### config.mk
export PLATFORM = sky130hd
export DESIGN_NAME = planar_blitter_pixel_op
export DESIGN_NICKNAME = d
export VERILOG_FILES = /design/src/hdl/pbpo_pkg.sv /design/src/hdl/planar_blitter_pixel_op.sv
export SDC_FILE = /design/constraint.sdc
export NUM_CORES = 1
export LEC_CHECK = 0
export BUFFER_PORTS_ARGS = -buffer_cell sky130_fd_sc_hd__clkbuf_2
export CAP_MARGIN = 20
export CORE_UTILIZATION = 45
export DETAILED_ROUTE_END_ITERATION = 8
export PLACE_DENSITY = 0.66
export SYNTH_ARGS = -nofsm -noshare
export SYNTH_HDL_FRONTEND = slang
export SYNTH_SLANG_ARGS = --single-unit
### constraint.sdc
create_clock -name clk -period 8.95 [get_ports clk]
set_input_delay 0.4475 -clock clk [delete_from_list [all_inputs] [get_ports clk]]
set_output_delay 0.4475 -clock clk [all_outputs]
set_load 0.03 [all_outputs]
### src/hdl/pbpo_pkg.sv
package pbpo_pkg;

  localparam int NMAPS   = 4;   // plane-map registers, one per stored block
  localparam int NPIX    = 4;   // bits in a pixel (destination planes)
  localparam int PLANES  = 4;   // longest destination list
  localparam int MAP_W   = 8;
  localparam int NIB_W   = 4;
  localparam int DATA_W  = 32;
  localparam int ADDR_W  = 4;
  localparam int CNT_W   = 5;   // holds an entry count up to NMAPS * NPIX

  localparam logic [NIB_W-1:0] NIB_MASK = 4'hF;

  typedef enum logic [1:0] {
    KIND_COPY = 2'd0,
    KIND_AND  = 2'd1,
    KIND_OR   = 2'd2,
    KIND_XOR  = 2'd3
  } kind_t;

  typedef enum logic [1:0] {
    REG_MAP0 = 2'd0,
    REG_MAP1 = 2'd1,
    REG_MAP2 = 2'd2,
    REG_MAP3 = 2'd3
  } reg_idx_t;

  // Per-plane summary of the destination list for one transaction.
  typedef struct packed {
    logic [NPIX-1:0] has;    // plane has at least one entry
    logic [NPIX-1:0] cpy;    // sprite bit of the earliest entry
    logic [NPIX-1:0] andc;   // some entry carries a zero sprite bit
    logic [NPIX-1:0] orset;  // some entry carries a one sprite bit
    logic [NPIX-1:0] xorp;   // parity of entries carrying a one
  } plane_sum_t;

endpackage

### src/hdl/planar_blitter_pixel_op.sv
// The start is registered through valid1 and valid2 into the done strobe carrying the result.
// Throughput: one transaction per cycle; busy is always low and every stage
// advances each cycle, since the receiver cannot stall the done strobe.
// Reset (rst, synchronous, active high) clears the four plane maps to zero
// and drops every transaction in flight; payload registers are not reset.
module planar_blitter_pixel_op (
  input  logic                          clk,
  input  logic                          rst,
  input  logic                          start,
  output logic                          busy,
  input  logic [1:0]                    kind,
  input  logic [3:0]                    sprite_bits,
  input  logic [3:0]                    dest_pixel,
  output logic                          done,
  output logic [3:0]                    new_pixel,
  output logic                          can_change,
  input  logic                          psel,
  input  logic                          penable,
  input  logic                          pwrite,
  input  logic [pbpo_pkg::ADDR_W-1:0]   paddr,
  input  logic [pbpo_pkg::DATA_W-1:0]   pwdata,
  output logic [pbpo_pkg::DATA_W-1:0]   prdata,
  output logic                          pready
);
  import pbpo_pkg::*;

  // ---------------------------------------------------------------------
  // Configuration: four plane maps at byte addresses 0, 4, 8, 12.
  // ---------------------------------------------------------------------
  logic [NMAPS-1:0][MAP_W-1:0] plane_map;
  reg_idx_t                    reg_sel;
  logic                        cfg_wr;

  assign pready  = 1'b1;
  assign reg_sel = reg_idx_t'(paddr[ADDR_W-1:2]);
  assign cfg_wr  = psel && penable && pwrite && pready;
  assign prdata  = {{(DATA_W-MAP_W){1'b0}}, plane_map[reg_sel]};

  always_ff @(posedge clk) begin
    if (rst) begin
      plane_map <= '0;
    end else if (cfg_wr) begin
      plane_map[reg_sel] <= pwdata[MAP_W-1:0];
    end
  end

  // Never hold off a transaction: the pipeline moves every cycle.
  assign busy = 1'b0;

  // ---------------------------------------------------------------------
  // Destination list decode. en[p][b] marks an entry that feeds plane b
  // from stored block p. Scan the maps in order, stop at the first empty
  // low nibble, and drop entries once the list holds PLANES of them.
  // ---------------------------------------------------------------------
  logic [NMAPS-1:0][NPIX-1:0] en1_next;

  always_comb begin
    logic             active;
    logic [CNT_W-1:0] cnt;
    active   = 1'b1;
    cnt      = '0;
    en1_next = '0;
    for (int p = 0; p < NMAPS; p++) begin
      if ((plane_map[p][NIB_W-1:0] & NIB_MASK) == '0) begin
        active = 1'b0;
      end
      for (int b = 0; b < NPIX; b++) begin
        if (active && plane_map[p][b] && (cnt < CNT_W'(PLANES))) begin
          en1_next[p][b] = 1'b1;
          cnt            = cnt + CNT_W'(1);
        end
      end
    end
  end

  // ---------------------------------------------------------------------
  // Stage 1: capture the transaction with a snapshot of the decoded list
  // and masks, so all later stages see one consistent configuration.
  // ---------------------------------------------------------------------
  logic                       valid1;
  kind_t                      kind1;
  logic [NMAPS-1:0]           spr1;
  logic [NPIX-1:0]            dst1;
  logic [NMAPS-1:0][NPIX-1:0] en1;
  logic [NPIX-1:0]            clr1;
  logic [NPIX-1:0]            set1;

  always_ff @(posedge clk) begin
    if (rst) begin
      valid1 <= 1'b0;
    end else begin
      valid1 <= start && !busy;
    end
  end

  always_ff @(posedge clk) begin
    kind1 <= kind_t'(kind);
    spr1  <= sprite_bits;
    dst1  <= dest_pixel;
    en1   <= en1_next;
    clr1  <= plane_map[REG_MAP0][MAP_W-1:NIB_W];
    set1  <= plane_map[REG_MAP1][MAP_W-1:NIB_W];
  end

  // ---------------------------------------------------------------------
  // Stage 2: fold the list per destination plane. The earliest entry wins
  // for copy; and/or look for any matching entry; xor takes the parity.
  // ---------------------------------------------------------------------
  plane_sum_t sum2_next;

  always_comb begin
    sum2_next = '0;
    for (int b = 0; b < NPIX; b++) begin
      for (int p = NMAPS - 1; p >= 0; p--) begin
        if (en1[p][b]) begin
          sum2_next.has[b]   = 1'b1;
          sum2_next.cpy[b]   = spr1[p];
          sum2_next.andc[b]  = sum2_next.andc[b] | ~spr1[p];
          sum2_next.orset[b] = sum2_next.orset[b] | spr1[p];
          sum2_next.xorp[b]  = sum2_next.xorp[b] ^ spr1[p];
        end
      end
    end
  end

  logic            valid2;
  kind_t           kind2;
  logic [NPIX-1:0] dst2;
  logic [NPIX-1:0] clr2;
  logic [NPIX-1:0] set2;
  plane_sum_t      sum2;

  always_ff @(posedge clk) begin
    if (rst) begin
      valid2 <= 1'b0;
    end else begin
      valid2 <= valid1;
    end
  end

  always_ff @(posedge clk) begin
    kind2 <= kind1;
    dst2  <= dst1;
    clr2  <= clr1;
    set2  <= set1;
    sum2  <= sum2_next;
  end

  // ---------------------------------------------------------------------
  // Stage 3: apply the operation. Each plane is an independent one-bit
  // function of the destination bit, so the pixel can change for some
  // destination value exactly when some plane function is not identity.
  // ---------------------------------------------------------------------
  logic [NPIX-1:0] pix3_next;
  logic            chg3_next;

  always_comb begin
    case (kind2)
      KIND_COPY: begin
        pix3_next = (sum2.has & sum2.cpy) | (~sum2.has & ((dst2 & ~clr2) | set2));
        chg3_next = |(sum2.has | clr2 | set2);
      end
      KIND_AND: begin
        pix3_next = dst2 & ~clr2 & ~sum2.andc;
        chg3_next = |(clr2 | sum2.andc);
      end
      KIND_OR: begin
        pix3_next = dst2 | set2 | sum2.orset;
        chg3_next = |(set2 | sum2.orset);
      end
      KIND_XOR: begin
        pix3_next = dst2 ^ set2 ^ sum2.xorp;
        chg3_next = |(set2 ^ sum2.xorp);
      end
      default: begin
        pix3_next = dst2;
        chg3_next = 1'b0;
      end
    endcase
  end

  always_ff @(posedge clk) begin
    if (rst) begin
      done <= 1'b0;
    end else begin
      done <= valid2;
    end
  end

  always_ff @(posedge clk) begin
    new_pixel  <= pix3_next;
    can_change <= chg3_next;
  end

`ifndef SYNTHESIS
  // A strobe only ever follows a start that passed through valid1 and valid2.
  a_done_from_start: assert property (@(posedge clk) disable iff (rst)
    done |-> $past(start, 3))
    else $error("done without a matching start");

  // A sprite value that cannot change anything leaves the pixel as it was.
  a_no_change_keeps: assert property (@(posedge clk) disable iff (rst)
    (done && !can_change) |-> (new_pixel == $past(dest_pixel, 3)))
    else $error("pixel changed although can_change is low");

  // The decoded destination list never exceeds its capacity.
  a_list_bound: assert property (@(posedge clk) disable iff (rst)
    valid1 |-> ($countones(en1) <= PLANES))
    else $error("destination list too long");

  // A copy through any list entry always counts as a possible change.
  a_copy_entry_changes: assert property (@(posedge clk) disable iff (rst)
    (valid2 && (kind2 == KIND_COPY) && (sum2.has != '0)) |=> can_change)
    else $error("copy with entries flagged as no change");
`endif

endmodule

==> key figures <==
Timing
  • Worst-Margin Slew: 0.983 ns
  • Final worst-path cycle share: 0.929
  • Max Freq: 120 MHz
  • RSZ-0062 raised after global routing: false
  • Final TNS setup: 0 ns
  • Slew Viols, Final: 0
  • Final worst clock skew: 0.0123 ns
  • # setup viols final: 0
  • Post-layout min period: 8.31 ns
  • Final hold violation count: 0
  • Crit path setup slack, layout: 0.637 ns
  • Max-slew headroom: 0.342

Die
  • FP Rows: 38
  • CORE AREA: 11000 um2
  • Ports: 92
  • Die area: 12000 um2
  • Die Y: 109 um
  • Chip width: 109 um
  • Initial Util: 0.471

Synthesis
  • Mapped Avg Cell Area: 9.72 um2
  • Post-synth EDFFs: 0
  • Seq/Total Area, Yosys: 0.416
  • Async SR Flop Fraction: 0
  • Mapped Cells: 535
  • Yosys warns: 0
  • Yosys reg bits: 108
  • Mapped cell area: 5200 um2
  • Synth area leader: dfxtp_1
  • Synth cell types: 65
  • Synth Flop Type: dfxtp_1
  • Share of the synthesized area in the top cell type: 0.416
  • Area contributors post-synth: dfxtp_1, mux2i_1, ha_1

Pwr
  • Logic pwr share: 0.079
  • P_sw: 0.000236 W
  • Register share of total power: 0.508
  • PD cells: 171 nW/um2
  • Sw frac: 0.240
  • Max IR drop VDD: 0.175 mV
  • Clock group share of total power: 0.414
  • Pleak: 2.60 nW
  • Pint: 0.000748 W

Route
  • DRC: 0
  • Via count: 3717
  • Drt pass-1 iters: 5
  • Drt via density: 5.20
  • Post-route ant nets: 0
  • DR WL/cell: 14.4 um
  • First-iteration detailed-routing DRC count: 160
  • Final wirelength: 10300 um

Place
  • Gpl congestion: 0.859
  • Dpl cell area: 5400 um2
  • Detailed Place HPWL: 7990 um
  • Pre-CTS setup slack: 0.407 ns
  • Port Buffers: 39

Critical path
  • Arr. time, crit path: 8.57 ns
  • Worst-path fanout max: 5
  • Worst path max stage delay: 0.49 ns
  • End of the critical path: en1[15]$_DFF_P_
  • Reg2reg end: en1[15]$_DFF_P_
  • R2R depth: 37
  • CP Class: reg -> reg
  • R2R Setup Slk: 0.64 ns
  • Crit end category: flop
  • Crit path launch type: flop
  • CP max stage cell: a2111oi_2
  • Most common cell on crit path: ha_1
  • Worst Path Required: 9.20 ns
  • Reg2reg start: plane_map[1]$_SDFFE_PP0P_
  • Crit path from: plane_map[1]$_SDFFE_PP0P_

Cells and area
  • Area grow syn2layout: 10.4%
  • FF/Latch Area: 2160 um2
  • # diodes: 0
  • Fillers: 1014
  • Cell area after layout: 5740 um2
  • Multi-input gate area: 2740 um2
  • Layout Nets: 643
  • Commonest cells after routing, fill and taps aside: dfxtp_1, nor2_1, nand2_1
  • Share of layout cells above drive strength 1: 0.167
  • Commonest non-fill, non-tap cell in the layout: dfxtp_1

GRT
  • First-pass GRT wire length: 17800 um
  • Number of global-route vias before repair: 3676
  • GRT Total Usage: 0.194
  • GRT Residual Overflow: 0
  • Initial antenna violation count: 0
  • Largest net degree at the start of global routing: 36

Clock tree
  • Clk slew on worst S/H paths: 0.07 ns
  • Worst-Skew Late Latency: 0.35 ns
  • CTS sink count: 108
  • Num CTS Buffers: 9
  • H-Tree Depth: 3
  • Clk root buf: clkbuf_16
  • CTS tree: built
  • Max clock buf depth: 2

Flow run
  • Max_cap viols: 0

Outcome
  • Outcome: finished, final reports clean

Hold path
  • Hold Path Class: in -> reg
## power groups by stage
stage          Sequential, W  Combinational [W]  Clock, W
6_report            0.000499          0.0000772  0.000407
4_1_cts             0.000499          0.0000767  0.000419
3_3_place_gp        0.000510          0.0000746         0
5_1_grt             0.000501          0.0000867  0.000442
2_1_floorplan       0.000511          0.0000646         0
3_5_place_dp        0.000510          0.0000763         0
## repair_timing
| action | in CTS | in global routing |
|---|---|---|
| resized for setup | 0 | 3 |
| setup buffers | 0 | 1 |
| hold buffers | 0 | 0 |
| endpoints found under the hold margin | 0 | 0 |
| setup endpoints to repair | 0 | 2 |
## worst max-delay path: cells and delay by family (launching register included)
family                   cells  cell delay, ns
AO/OA/AOI/OAI                8            1.79
XOR/XNOR                     4            1.23
adder cells (fa/ha/maj)      9            2.38
buffers and inverters        3            0.24
flip-flops                   1            0.40
multiplexers                 3            0.93
AND/OR/NAND/NOR             10            1.26
## final cells by class
type / count / area share
clock buffers: 10 / 0.0416
inverters: 25 / 0.0163
multi-input cells: 380 / 0.478
clock inverters: 6 / 0.0139
flip-flops and latches: 108 / 0.377
well taps: 140 / 0.0305
repair buffers: 46 / 0.0432
## kinds of logic (layout without fill, tap and decap cells)
group / after synthesis / count (layout) / synth area share
AND/OR/NAND/NOR: 173 / 173 / 0.174
XOR/XNOR: 29 / 29 / 0.0587
AO/OA/AOI/OAI: 85 / 85 / 0.114
buffers and inverters: 71 / 87 / 0.0765
multiplexers: 46 / 46 / 0.110
other: 2 / 26 / 0.00144
flip-flops: 108 / 108 / 0.416
adder cells (fa/ha/maj): 21 / 21 / 0.0505
## cell usage after synthesis (4+ instances only)
cell type and count:
a21o_1 5, xnor2_1 13, dfxtp_1 108, mux2i_1 33, mux2_2 5, a211o_1 5, mux4_2 7, clkbuf_1 12
nand3_1 6, inv_1 22, nand2b_1 6, a21oi_1 23, xor2_1 11, nor2b_1 16, nand2_1 40, a211oi_1 4
and3_1 6, buf_4 28, o21ai_0 12, o31ai_1 7, nor2_1 56, nor4_1 9, nor3_1 9, ha_1 21
or4_1 4, a22oi_1 8
## through the flow
step	hold WS (ns)	instances	total power, W	util
floorplan	0.310	559	0.000576	-
global placement	0.313	698	0.000585	0.490
detailed placement	0.312	698	0.000587	0.490
CTS	0.185	714	0.000995	0.518
global route	0.176	715	0.00103	0.520
finish	0.201	715	0.000983	0.520
## sequential cells by signal (all words and copies together) (netlist names), 4 cells and up
name and flops:
set1 4, new_pixel 4, clr2 4, clr1 4, en1 16, dst2 4, spr1 4, set2 4
dst1 4, plane_map 32, sum2 20
## layer usage
metal | wire length [um] | share of wire | vias up | track usage
li1 | - | - | 1884 | -
met1 | 4570 | 0.44 | 1732 | 0.233
met2 | 5080 | 0.49 | 85 | 0.326
met3 | 398 | 0.039 | 16 | 0.0498
met4 | 231 | 0.022 | 0 | 0.0867
met5 | 0 | 0 | - | 0
## how the worst min path moves through the flow
stage | start | end | slack [ns] | cells past startpoint
floorplan | clr1[0]$_DFF_P_ | clr2[0]$_DFF_P_ | 0.31 | 0
global placement | dst1[3]$_DFF_P_ | dst2[3]$_DFF_P_ | 0.31 | 0
detailed placement | kind1[0]$_DFF_P_ | kind2[0]$_DFF_P_ | 0.31 | 0
CTS | dest_pixel[0] | dst1[0]$_DFF_P_ | 0.19 | 1
global route | dest_pixel[3] | dst1[3]$_DFF_P_ | 0.18 | 1
finish | dest_pixel[0] | dst1[0]$_DFF_P_ | 0.20 | 1
(Power assumes the default switching activity.)
